`src/rtl/kwm_pkg.sv`:
```
// Shared types and constants for the k-way merge heap.
`timescale 1ns / 1ps
package kwm_pkg;
	localparam int MAX_RUNS = 16;
	localparam int VALUE_W  = 32;
	localparam int RUN_W    = 4;
	localparam int CFG_W    = 5;
	localparam int IDX_W    = $clog2(MAX_RUNS);
	localparam int CNT_W    = IDX_W + 1;
	localparam int CFG_RESET = 2;

	typedef enum logic [1:0] {
		K_LOAD,
		K_LOAD_LAST,
		K_STEP
	} kwm_kind_t;

	typedef struct packed {
		kwm_kind_t                   kind;
		logic [RUN_W-1:0]            run_id;
		logic signed [VALUE_W-1:0]   element;
		logic                        ended;
	} kwm_item_t;

	typedef struct packed {
		logic signed [VALUE_W-1:0] value;
		logic [RUN_W-1:0]          run;
	} kwm_entry_t;

	typedef enum logic [3:0] {
		ST_IDLE,
		ST_EXEC,
		ST_LAST_RD,
		ST_HFY,
		ST_HFY_RD,
		ST_ISSUE_L,
		ST_GET_L,
		ST_GET_R,
		ST_EMIT
	} kwm_state_t;
endpackage

```
`src/rtl/kway_merge_min_heap.sv`:
```
// K-way merge top level: min-heap of run heads, one result per merge step.
// A step item is executed, sifted down one heap level per read-compare pass, then emitted.
// A run-end step adds a read of the last entry before the sift.
// The final loading item also runs the full heapify before its result is emitted.
// Throughput is set by the 1W1R heap memory and its sequencer; a 2-deep request queue hides the front.
// Results are single-cycle strobes; the receiver cannot stall. Reset clears the heap count.
`timescale 1ns / 1ps
module kway_merge_min_heap (
	input  logic                               clk,
	input  logic                               arst_n,
	input  logic                               cfg_we,
	input  logic [kwm_pkg::CFG_W-1:0]          cfg_wdata,
	input  logic                               start,
	output logic                               busy,
	input  logic [kwm_pkg::RUN_W-1:0]          run_id,
	input  logic signed [kwm_pkg::VALUE_W-1:0] element,
	input  logic                               run_ended,
	output logic                               result_valid,
	output logic signed [kwm_pkg::VALUE_W-1:0] smallest_value,
	output logic [kwm_pkg::RUN_W-1:0]          source_run,
	output logic                               merge_done
);
	logic               q_valid, q_pop;
	kwm_pkg::kwm_item_t q_head;

	kwm_front u_front (
		.clk, .arst_n, .cfg_we, .cfg_wdata, .start, .busy,
		.run_id, .element, .run_ended, .q_valid, .q_head, .q_pop
	);

	kwm_back u_back (
		.clk, .arst_n, .q_valid, .q_head, .q_pop,
		.result_valid, .smallest_value, .source_run, .merge_done
	);
endmodule

```
`src/rtl/kwm_front.sv`:
```
// Front end: config register, request classification and two-entry request queue.
`timescale 1ns / 1ps
module kwm_front (
	input  logic                            clk,
	input  logic                            arst_n,
	input  logic                            cfg_we,
	input  logic [kwm_pkg::CFG_W-1:0]       cfg_wdata,
	input  logic                            start,
	output logic                            busy,
	input  logic [kwm_pkg::RUN_W-1:0]       run_id,
	input  logic signed [kwm_pkg::VALUE_W-1:0] element,
	input  logic                            run_ended,
	output logic                            q_valid,
	output kwm_pkg::kwm_item_t              q_head,
	input  logic                            q_pop
);
	logic [kwm_pkg::CFG_W-1:0] run_count_q;
	logic [kwm_pkg::CNT_W-1:0] loaded_q;
	logic [kwm_pkg::CNT_W-1:0] eff;
	kwm_pkg::kwm_item_t        slot_q [2];
	logic                      wr_ptr_q, rd_ptr_q;
	logic [1:0]                fill_q;
	logic                      push;
	kwm_pkg::kwm_item_t        item;

	assign busy    = (fill_q == 2'd2);
	assign push    = start && !busy;
	assign q_valid = (fill_q != 2'd0);
	assign q_head  = slot_q[rd_ptr_q];

	always_comb begin
		if (int'(run_count_q) >= kwm_pkg::MAX_RUNS) begin
			eff = kwm_pkg::CNT_W'(kwm_pkg::MAX_RUNS);
		end else begin
			eff = kwm_pkg::CNT_W'(run_count_q);
		end
		item.run_id  = run_id;
		item.element = element;
		item.ended   = run_ended;
		if (loaded_q < eff) begin
			item.kind = ((loaded_q + 1'b1) == eff) ? kwm_pkg::K_LOAD_LAST : kwm_pkg::K_LOAD;
		end else begin
			item.kind = kwm_pkg::K_STEP;
		end
	end

	always_ff @(posedge clk or negedge arst_n) begin
		if (!arst_n) begin
			run_count_q <= kwm_pkg::CFG_W'(kwm_pkg::CFG_RESET);
			loaded_q    <= '0;
			wr_ptr_q    <= 1'b0;
			rd_ptr_q    <= 1'b0;
			fill_q      <= 2'd0;
		end else begin
			if (cfg_we) begin
				run_count_q <= cfg_wdata;
			end
			if (push) begin
				wr_ptr_q <= ~wr_ptr_q;
				if (item.kind != kwm_pkg::K_STEP) begin
					loaded_q <= loaded_q + 1'b1;
				end
			end
			if (q_pop) begin
				rd_ptr_q <= ~rd_ptr_q;
			end
			fill_q <= fill_q + {1'b0, push} - {1'b0, q_pop};
		end
	end

	always_ff @(posedge clk) begin
		if (push) begin
			slot_q[wr_ptr_q] <= item;
		end
	end
endmodule

```
`src/rtl/kwm_back.sv`:
```
// Back end: heap memory and the load / heapify / sift-down sequencer.
`timescale 1ns / 1ps
module kwm_back (
	input  logic                               clk,
	input  logic                               arst_n,
	input  logic                               q_valid,
	input  kwm_pkg::kwm_item_t                 q_head,
	output logic                               q_pop,
	output logic                               result_valid,
	output logic signed [kwm_pkg::VALUE_W-1:0] smallest_value,
	output logic [kwm_pkg::RUN_W-1:0]          source_run,
	output logic                               merge_done
);
	kwm_pkg::kwm_state_t state_q, state_d;
	kwm_pkg::kwm_item_t  cur_q;
	kwm_pkg::kwm_entry_t heap_mem [kwm_pkg::MAX_RUNS];
	kwm_pkg::kwm_entry_t rdata_q, top_q, v_q, b_q;
	logic [kwm_pkg::CNT_W-1:0] cnt_q, cnt_inc;
	logic [kwm_pkg::IDX_W-1:0] pos_q, best_q, hfy_i_q;
	logic [kwm_pkg::CNT_W:0]   l_idx, r_idx;
	logic                      hfy_mode_q, r_ok_q;
	logic                      load_wr;
	logic                      mem_we, mem_re;
	logic [kwm_pkg::IDX_W-1:0] mem_wa, mem_ra;
	kwm_pkg::kwm_entry_t       mem_wd;
	logic                      take_l, take_r;

	assign l_idx   = {1'b0, pos_q, 1'b1};
	assign r_idx   = {1'b0, pos_q, 1'b0} + (kwm_pkg::CNT_W+1)'(2);
	assign load_wr = !cur_q.ended && (int'(cnt_q) < kwm_pkg::MAX_RUNS);
	assign cnt_inc = cnt_q + {{(kwm_pkg::CNT_W-1){1'b0}}, load_wr};
	assign take_l  = rdata_q.value < v_q.value;
	assign take_r  = r_ok_q && (rdata_q.value < b_q.value);

	always_comb begin
		state_d = state_q;
		unique case (state_q)
			kwm_pkg::ST_IDLE: if (q_valid) state_d = kwm_pkg::ST_EXEC;
			kwm_pkg::ST_EXEC: begin
				unique case (cur_q.kind)
					kwm_pkg::K_LOAD:      state_d = kwm_pkg::ST_IDLE;
					kwm_pkg::K_LOAD_LAST: state_d = kwm_pkg::ST_HFY;
					kwm_pkg::K_STEP: begin
						if (cnt_q == '0) state_d = kwm_pkg::ST_EMIT;
						else if (cur_q.ended) state_d = kwm_pkg::ST_LAST_RD;
						else state_d = kwm_pkg::ST_ISSUE_L;
					end
					default: state_d = kwm_pkg::ST_IDLE;
				endcase
			end
			kwm_pkg::ST_LAST_RD: state_d = kwm_pkg::ST_ISSUE_L;
			kwm_pkg::ST_HFY: state_d = (hfy_i_q == '0) ? kwm_pkg::ST_EMIT : kwm_pkg::ST_HFY_RD;
			kwm_pkg::ST_HFY_RD: state_d = kwm_pkg::ST_ISSUE_L;
			kwm_pkg::ST_ISSUE_L: begin
				if (l_idx < {1'b0, cnt_q}) state_d = kwm_pkg::ST_GET_L;
				else state_d = hfy_mode_q ? kwm_pkg::ST_HFY : kwm_pkg::ST_EMIT;
			end
			kwm_pkg::ST_GET_L: state_d = kwm_pkg::ST_GET_R;
			kwm_pkg::ST_GET_R: begin
				if (take_r || best_q != pos_q) state_d = kwm_pkg::ST_ISSUE_L;
				else state_d = hfy_mode_q ? kwm_pkg::ST_HFY : kwm_pkg::ST_EMIT;
			end
			kwm_pkg::ST_EMIT: state_d = kwm_pkg::ST_IDLE;
			default: state_d = kwm_pkg::ST_IDLE;
		endcase
	end

	always_comb begin
		q_pop  = 1'b0;
		mem_we = 1'b0;
		mem_re = 1'b0;
		mem_wa = pos_q;
		mem_ra = pos_q;
		mem_wd = v_q;
		unique case (state_q)
			kwm_pkg::ST_IDLE: q_pop = q_valid;
			kwm_pkg::ST_EXEC: begin
				if (cur_q.kind != kwm_pkg::K_STEP) begin
					mem_we = load_wr;
					mem_wa = cnt_q[kwm_pkg::IDX_W-1:0];
					mem_wd = '{value: cur_q.element, run: cur_q.run_id};
				end else if (cnt_q != '0 && cur_q.ended) begin
					mem_re = 1'b1;
					mem_ra = kwm_pkg::IDX_W'(cnt_q - 1'b1);
				end
			end
			kwm_pkg::ST_HFY: begin
				mem_re = 1'b1;
				mem_ra = hfy_i_q - 1'b1;
			end
			kwm_pkg::ST_ISSUE_L: begin
				if (l_idx < {1'b0, cnt_q}) begin
					mem_re = 1'b1;
					mem_ra = l_idx[kwm_pkg::IDX_W-1:0];
				end else begin
					mem_we = 1'b1;
				end
			end
			kwm_pkg::ST_GET_L: begin
				mem_re = r_idx < {1'b0, cnt_q};
				mem_ra = r_idx[kwm_pkg::IDX_W-1:0];
			end
			kwm_pkg::ST_GET_R: begin
				mem_we = 1'b1;
				if (take_r) mem_wd = rdata_q;
				else if (best_q != pos_q) mem_wd = b_q;
			end
			default: ;
		endcase
	end

	// heap entries live in a 1W1R memory with registered read
	always_ff @(posedge clk) begin
		if (mem_we) heap_mem[mem_wa] <= mem_wd;
		if (mem_re) rdata_q <= heap_mem[mem_ra];
		if (mem_we && mem_wa == '0) top_q <= mem_wd;
	end

	always_ff @(posedge clk or negedge arst_n) begin
		if (!arst_n) begin
			state_q      <= kwm_pkg::ST_IDLE;
			cnt_q        <= '0;
			result_valid <= 1'b0;
			hfy_mode_q   <= 1'b0;
		end else begin
			state_q      <= state_d;
			result_valid <= (state_q == kwm_pkg::ST_EMIT);
			unique case (state_q)
				kwm_pkg::ST_EXEC: begin
					if (cur_q.kind != kwm_pkg::K_STEP) begin
						cnt_q <= cnt_inc;
						hfy_mode_q <= 1'b1;
					end else if (cnt_q != '0) begin
						hfy_mode_q <= 1'b0;
						if (cur_q.ended) cnt_q <= cnt_q - 1'b1;
					end
				end
				default: ;
			endcase
		end
	end

	always_ff @(posedge clk) begin
		unique case (state_q)
			kwm_pkg::ST_IDLE: if (q_valid) cur_q <= q_head;
			kwm_pkg::ST_EXEC: begin
				hfy_i_q <= kwm_pkg::IDX_W'(cnt_inc >> 1);
				pos_q   <= '0;
				v_q     <= '{value: cur_q.element, run: top_q.run};
			end
			kwm_pkg::ST_LAST_RD: v_q <= rdata_q;
			kwm_pkg::ST_HFY: begin
				hfy_i_q <= hfy_i_q - 1'b1;
				pos_q   <= hfy_i_q - 1'b1;
			end
			kwm_pkg::ST_HFY_RD: v_q <= rdata_q;
			kwm_pkg::ST_GET_L: begin
				r_ok_q <= r_idx < {1'b0, cnt_q};
				if (take_l) begin
					best_q <= l_idx[kwm_pkg::IDX_W-1:0];
					b_q    <= rdata_q;
				end else begin
					best_q <= pos_q;
					b_q    <= v_q;
				end
			end
			kwm_pkg::ST_GET_R: begin
				// hole moves down to the chosen child
				if (take_r) pos_q <= r_idx[kwm_pkg::IDX_W-1:0];
				else pos_q <= best_q;
			end
			kwm_pkg::ST_EMIT: begin
				merge_done     <= (cnt_q == '0);
				smallest_value <= (cnt_q == '0) ? '0 : top_q.value;
				source_run     <= (cnt_q == '0) ? '0 : top_q.run;
			end
			default: ;
		endcase
	end

	a_cnt_max: assert property (@(posedge clk) disable iff (!arst_n)
		int'(cnt_q) <= kwm_pkg::MAX_RUNS) else $error("heap count overflow");
	a_done_zero: assert property (@(posedge clk) disable iff (!arst_n)
		result_valid && merge_done |-> smallest_value == '0 && source_run == '0)
		else $error("done result carries data");
	a_pop_exec: assert property (@(posedge clk) disable iff (!arst_n)
		q_pop |=> state_q == kwm_pkg::ST_EXEC) else $error("pop without execute");
	a_emit_one: assert property (@(posedge clk) disable iff (!arst_n)
		result_valid |=> !result_valid) else $error("back-to-back results");
endmodule

```
`config.mk`:
```
export PLATFORM = sky130hd
export DESIGN_NAME = kway_merge_min_heap
export DESIGN_NICKNAME = d
export VERILOG_FILES = /design/src/rtl/kwm_pkg.sv /design/src/rtl/kway_merge_min_heap.sv /design/src/rtl/kwm_front.sv /design/src/rtl/kwm_back.sv
export SDC_FILE = /design/constraint.sdc
export NUM_CORES = 1
export LEC_CHECK = 0
export ABC_CLOCK_PERIOD_IN_PS = 7440
export BUFFER_PORTS_ARGS = -buffer_cell sky130_fd_sc_hd__buf_2
export CORE_MARGIN = 5
export CORE_UTILIZATION = 67
export DETAILED_ROUTE_END_ITERATION = 6
export GPL_TIMING_DRIVEN = 0
export PLACE_DENSITY_LB_ADDON = 0.3
export SYNTH_ARGS = -nofsm -noshare
export SYNTH_HDL_FRONTEND = slang
export SYNTH_SLANG_ARGS = --single-unit
```
`constraint.sdc`:
```
create_clock -name clk -period 7.44 [get_ports clk]
set_input_delay 1.116 -clock clk [delete_from_list [all_inputs] [get_ports clk]]
set_output_delay 1.116 -clock clk [all_outputs]
set_load 0.005 [all_outputs]
```
==> run_results.csv, run 1 <==
group,metric,value,unit
run_status,status,"finished clean",
yosys,avgSynthCellArea,14.7,um^2
clock_network,post_cts_buffers,0,
clock_network,post_cts_resized,0,
critical_path,cp.required,7.79,ns
timing,post-route-period-util,0.707,
detailed_routing,drc,0,
final_layout,syn_to_final_growth,13.2,%
timing,slew_violations,0,
detailed_routing,drt_iter0_markers,3001,
critical_path,crit_path_frequent_cell,"clkbuf_1",
timing,layout_min_cycle_time,5.26,ns
critical_path,worstSetupStartpointType,"flip-flop",
yosys,synthArstFlopShare,0.0285,
detailed_routing,wl_per_cell,27.2,um
timing,tightest_slew,1.23,ns
critical_path,worst-path-buf-inv,4,
timing,finalSetupViolations,0,
yosys,synth-seq-cells,876,
floorplanning,core_area,0.0561,mm^2
critical_path,critPathMaxFanout,10,
timing,hold_ws,0.506,ns
floorplanning,fp.dieArea,0.0611,mm^2
clock_network,cts_hold_buf,0,
detailed_routing,ant_nets,0,
detailed_routing,first_pass_iters,6,
floorplanning,start_util,0.672,
critical_path,critPathSlowestCell,"a221oi_4",
placed_design,dpl.hpwl,67.3,mm
clock_network,cts_tree,"built",
clock_network,clk_path_buf_depth,3,
floorplanning,row_count,87,
timing,max_clock_freq,190,MHz
yosys,synth-edff-count,851,
floorplanning,die_h,247,um
run,drv_cap,0,
timing,hold_viol,0,
critical_path,crit_chain,"clkbuf_1 > inv_1 > ha_1 > nand2b_1 > a21oi_1 > or4b_1 > a311o_1 > a221oi_4 > clkbuf_1 > buf_2 > a31oi_1 > a221o_1",
detailed_routing,via_per_inst,6.68,
global_route,grt_util_all_layers,0.322,
yosys,yosysUniqueCellTypes,65,
critical_path,critical_path_class,"flip-flop to flip-flop",
yosys,ys.flop_type,"edfxtp_1",
final_layout,drive_gt1_frac,0.174,
yosys,syn_nets,2701,
detailed_routing,vias,24200,
critical_path,critPathMaxStageDelay,0.80,ns
timing,grt_setup_unrepaired,"false",
critical_path,crit_arrival,5.61,ns
clock_network,clkSinkCount,876,
clock_network,insertion_delay,0.63,ns
placed_design,dp.cells,3465,
worst_hold_path,hp-class,"input port to async pin",
timing,tns,0,ns
global_route,grt_antenna_before_repair,1,
clock_network,cts-root-buf,"clkbuf_16",
yosys,synth_seq_area_share,0.695,
global_route,grt_max_degree,40,
detailed_routing,wl,98.3,mm
global_route,grt_first_pass_wirelength,147,mm
yosys,synth_warnings,0,
floorplanning,die_w,247,um
global_route,globalRoute.totalOverflow,0,
timing,slew_headroom,0.180,
global_route,grt_pass1_vias,24300,
yosys,synthesis.area,0.0377,mm^2
placed_design,io_buffers,84,
final_layout,finalNonFillerCells,3618,
critical_path,end_kind,"flip-flop",
placed_design,place_congestion,0.916,
critical_path,cp_top_family,"compound AO/OA/AOI/OAI gates",
timing,skew,0.0213,ns
clock_network,numCtsBuffers,85,
floorplanning,io_pins,85,
final_layout,final_net_count,2927,
yosys,synthCells,2570,
clock_network,path_clk_slew,0.06,ns
clock_network,h-tree-depth,3,
## synthesized netlist by cell type (3+ instances only)
cell	instances	area [um^2]
nor3_1	12	60.1
and3_1	42	263
nor2_1	46	173
o32ai_1	38	333
nor4_1	3	18.8
or3_1	8	50.1
a221oi_1	4	35.0
inv_1	82	308
xor2_1	11	96.3
and2_1	107	669
a211oi_1	114	856
dfrtp_1	24	601
o22ai_1	6	37.5
clkbuf_1	69	259
nand2_1	291	1090
o31ai_1	3	22.5
o21a_1	7	52.6
nand2b_1	7	43.8
edfxtp_1	851	25600
buf_2	59	295
buf_4	7	52.6
o211ai_1	6	45.0
a31oi_1	78	488
a221o_1	37	370
ha_1	85	1060
o21ai_0	101	505
a21oi_1	23	115
mux2i_1	113	1130
mux2_2	150	1690
xnor2_1	19	166
and2_0	4	25.0
mux2_1	11	124
buf_1	12	45.0
a21o_1	5	37.5
nand4_1	9	56.3
nand3_1	14	70.1
nor2b_1	42	263
a22oi_1	37	278
## layout by cell type (no fill, tap or decap), types with 17 or more instances in the layout
cell	n
o32ai_1	38
mux2i_1	113
mux2_2	150
xnor2_1	19
o21ai_0	66
nor2b_1	42
o21ai_1	36
clkbuf_1	87
dfrtp_1	24
buf_4	27
a21oi_1	23
inv_1	81
nand2_1	290
and3_1	41
and2_1	106
clkbuf_16	86
clkinv_1	23
a22oi_1	37
buf_2	143
a211oi_1	114
edfxtp_1	851
a221o_1	36
nor2_4	17
nor2_1	29
a31oi_1	78
ha_1	85
## kinds of logic (layout without fill, tap and decap cells)
group | count (synthesis) | in the layout | share of synthesized area
AO/OA/AOI/OAI | 478 | 478 | 0.0896
XOR/XNOR | 30 | 30 | 0.00697
adder cells (fa/ha/maj) | 85 | 85 | 0.0282
buffers and inverters | 231 | 522 | 0.0257
flip-flops | 876 | 876 | 0.695
multiplexers | 274 | 274 | 0.0781
other | 0 | 1 | 0
AND/OR/NAND/NOR | 596 | 596 | 0.0764
## flip-flops by register name (all words and copies together) (netlist names), 5 cells and up
name and cells:
u_front.slot_q 78, u_back.v_q 36, u_back.b_q 36, u_back.rdata_q 36, u_front.run_count_q 5, u_back.heap_mem 576
u_back.cnt_q 5, u_front.loaded_q 5, u_back.smallest_value 32, u_back.cur_q 39
## layer usage
| layer | global-route usage | part of all wire | up-vias | wire [um] |
|---|---|---|---|---|
| met3 | 0.0616 | 0.10 | 296 | 10000 |
| met1 | 0.438 | 0.38 | 11900 | 36900 |
| li1 | - | - | 10300 | - |
| met2 | 0.509 | 0.47 | 1615 | 46400 |
| met5 | 0 | 0 | - | 0 |
| met4 | 0.153 | 0.051 | 0 | 5050 |
## metrics by stage
| stage | area, um^2 | setup slack, ns | util |
|---|---|---|---|
| 2_1_floorplan | 37700 | 2.38 | - |
| 3_3_place_gp | 39000 | 0.918 | 0.696 |
| 3_5_place_dp | 39900 | 2.36 | 0.712 |
| 4_1_cts | 42600 | 2.33 | 0.761 |
| 5_1_grt | 42600 | 2.16 | 0.761 |
| 6_report | 42600 | 2.18 | 0.761 |
## layout make-up
type                            count  area (um^2)
Timing Repair Buffer              139         1180
Inverter                           84          315
Multi-Input combinational cell   1463        10700
Fill cell                        3272        13400
Tap cell                          756          946
Sequential cell                   876        26200
Antenna cell                        1         2.50
Clock buffer                      104         2220
Buffer                            147          652
Clock inverter                     48          485
## final timing paths
path,from,to,slack [ns],depth (start not counted)
worst min-delay path,arst_n,u_front.fill_q[0]$_DFF_PN0_,0.51,1
worst max register to register,u_back.pos_q[0]$_DFFE_PP_,u_back.rdata_q[31]$_DFFE_PP_,2.18,12
worst min register to register,u_front.run_count_q[0]$_DFFE_PN0P_,u_front.run_count_q[0]$_DFFE_PN0P_,0.51,1
max in group asynchronous,arst_n,u_back.result_valid$_DFF_PN0_,6.50,1
worst max-delay path,u_back.pos_q[0]$_DFFE_PP_,u_back.rdata_q[31]$_DFFE_PP_,2.18,12
min in group clk,u_front.run_count_q[0]$_DFFE_PN0P_,u_front.run_count_q[0]$_DFFE_PN0P_,0.51,1
Power of run 1 is left out: the tool's default activity adds up to more than one toggle a clock period on the data nets, which glitch-free logic cannot reach.
==> inputs of run 2 (changes only) <==
Settings changed: ABC_CLOCK_PERIOD_IN_PS 7440 to 4700, CORE_UTILIZATION 67 to 57.
Clock period 7.44 ns to 4.7 ns, I/O delays scaled along.
==> run_results.csv, run 2 (synthesized netlist as in run 1, its figures left out) <==
group,metric,value,unit
clock_network,cts-root-buf,"clkbuf_16",
critical_path,critical_path_class,"flip-flop to flip-flop",
placed_design,dp.cells,3575,
detailed_routing,drt_iter0_markers,2552,
placed_design,place_ws,-0.275,ns
final_layout,finalNonFillerCells,3744,
critical_path,worstSetupStartpointType,"flip-flop",
detailed_routing,wl,97.9,mm
global_route,grt_max_degree,40,
global_route,grt_util_all_layers,0.271,
critical_path,cp_top_family,"compound AO/OA/AOI/OAI gates",
floorplanning,start_util,0.574,
floorplanning,core_area,0.0656,mm^2
timing,slew_violations,0,
final_layout,drive_gt1_frac,0.186,
detailed_routing,vias,23600,
clock_network,insertion_delay,0.65,ns
run_status,violations,"capacitance limit",
placed_design,io_buffers,84,
final_layout,nFillCells,4573,
critical_path,crit_arrival,5.11,ns
final_layout,largest_reg_flops,576,
clock_network,cts_hold_buf,0,
detailed_routing,first_pass_iters,5,
timing,grt_setup_unrepaired,"false",
critical_path,cp.required,5.19,ns
detailed_routing,via_per_inst,6.30,
critical_path,end_kind,"flip-flop",
timing,tightest_slew,1.48,ns
timing,max_clock_freq,216,MHz
timing,layout_setup_ws,0.0732,ns
detailed_routing,ant_nets,0,
detailed_routing,drc,0,
timing,finalSetupViolations,0,
detailed_routing,wl_per_cell,26.1,um
placed_design,dpl.hpwl,67.9,mm
timing,hold_viol,0,
critical_path,crit_chain,"clkbuf_2 > inv_1 > ha_1 > nand2b_1 > a21oi_1 > or4b_1 > a311o_1 > a2111oi_2 > nand2_2 > buf_2 > o32ai_1 > a221o_1",
worst_hold_path,hp-class,"input port to async pin",
critical_path,critPathSlowestCell,"o32ai_1",
global_route,globalRoute.totalOverflow,0,
floorplanning,row_count,94,
critical_path,critPathMaxFanout,10,
clock_network,path_clk_slew,0.06,ns
clock_network,clk_path_buf_depth,3,
timing,post-route-period-util,0.984,
critical_path,worst-path-buf-inv,3,
floorplanning,fp.dieArea,0.0713,mm^2
final_layout,final_common_cell,"edfxtp_1",
global_route,grt_antenna_before_repair,1,
timing,layout_min_cycle_time,4.63,ns
clock_network,h-tree-depth,3,
final_layout,regMostFlops,"u_back.heap_mem",
final_layout,final_cell_mix,"edfxtp_1, nand2_1, mux2_2",
timing,tns,0,ns
placed_design,place_congestion,0.941,
clock_network,clkSinkCount,876,
timing,skew,0.0289,ns
floorplanning,io_pins,85,
run,drv_cap,1,
global_route,grt_pass1_vias,24000,
run_status,status,"finished with violations",
final_layout,final_net_count,2937,
global_route,grt_first_pass_wirelength,146,mm
floorplanning,die_w,267,um
final_layout,syn_to_final_growth,14.7,%
clock_network,cts_tree,"built",
timing,slew_headroom,0.0114,
clock_network,numCtsBuffers,88,
floorplanning,die_h,267,um
final_layout,largestRegisters,"u_back.heap_mem: 576 flops, u_front.slot_q: 78 flops, u_back.cur_q: 39 flops",
critical_path,critPathMaxStageDelay,0.66,ns
run 2: routing by layer:
metal / GRT usage / up-vias / part of all wire
met1: 0.360 / 11900 / 0.39
li1: - / 10300 / -
met3: 0.0601 / 210 / 0.090
met4: 0.104 / 2 / 0.037
met5: 0 / - / 0.00041
met2: 0.444 / 1141 / 0.48
run 2: path summary, 6_finish.rpt:
path	from	endpoint	slack, ns	depth (start not counted)
hold reg to reg	u_front.run_count_q[3]$_DFFE_PN0P_	u_front.run_count_q[3]$_DFFE_PN0P_	0.52	1
setup / recovery	u_back.pos_q[0]$_DFFE_PP_	u_back.rdata_q[26]$_DFFE_PP_	0.07	12
max in group asynchronous	arst_n	u_back.state_q[1]$_DFFE_PN0P_	4.18	1
hold / removal	arst_n	u_front.fill_q[1]$_DFF_PN0_	0.09	1
min in group clk	element[0]	u_front.slot_q[1][1]$_DFFE_PP_	0.26	1
setup reg to reg	u_back.pos_q[0]$_DFFE_PP_	u_back.rdata_q[26]$_DFFE_PP_	0.07	12
run 2: per-stage QoR:
stage               instance area (um^2)  utilization  hold WS, ns
finish                             43200        0.659       0.0931
global route                       43200        0.659        0.132
CTS                                43200        0.658       0.0867
detailed placement                 40100        0.611        0.514
global placement                   39200        0.597        0.476
floorplan                          37700            -        0.409
run 2: layout make-up:
cell class,instances,area (um^2),share of cell area
clock buffer,106,2310,0.0535
buffer,147,659,0.0153
sequential,876,26200,0.606
antenna,2,5.00,0.000116
multi-input combinational,1464,10700,0.247
inverter,84,315,0.00729
tap,864,1080,0.0250
clock inverter,56,719,0.0166
timing repair buffer,145,1260,0.0292
run 2: timing repair:
action / in CTS / in global routing
cloned: 0 / 1
hold endpoints to repair: 0 / 0
resized for setup: 5 / 9
setup endpoints to repair: 52 / 164
setup buffers: 3 / 1
pin swaps: 1 / 2
Power of run 2 is left out for the same reason.
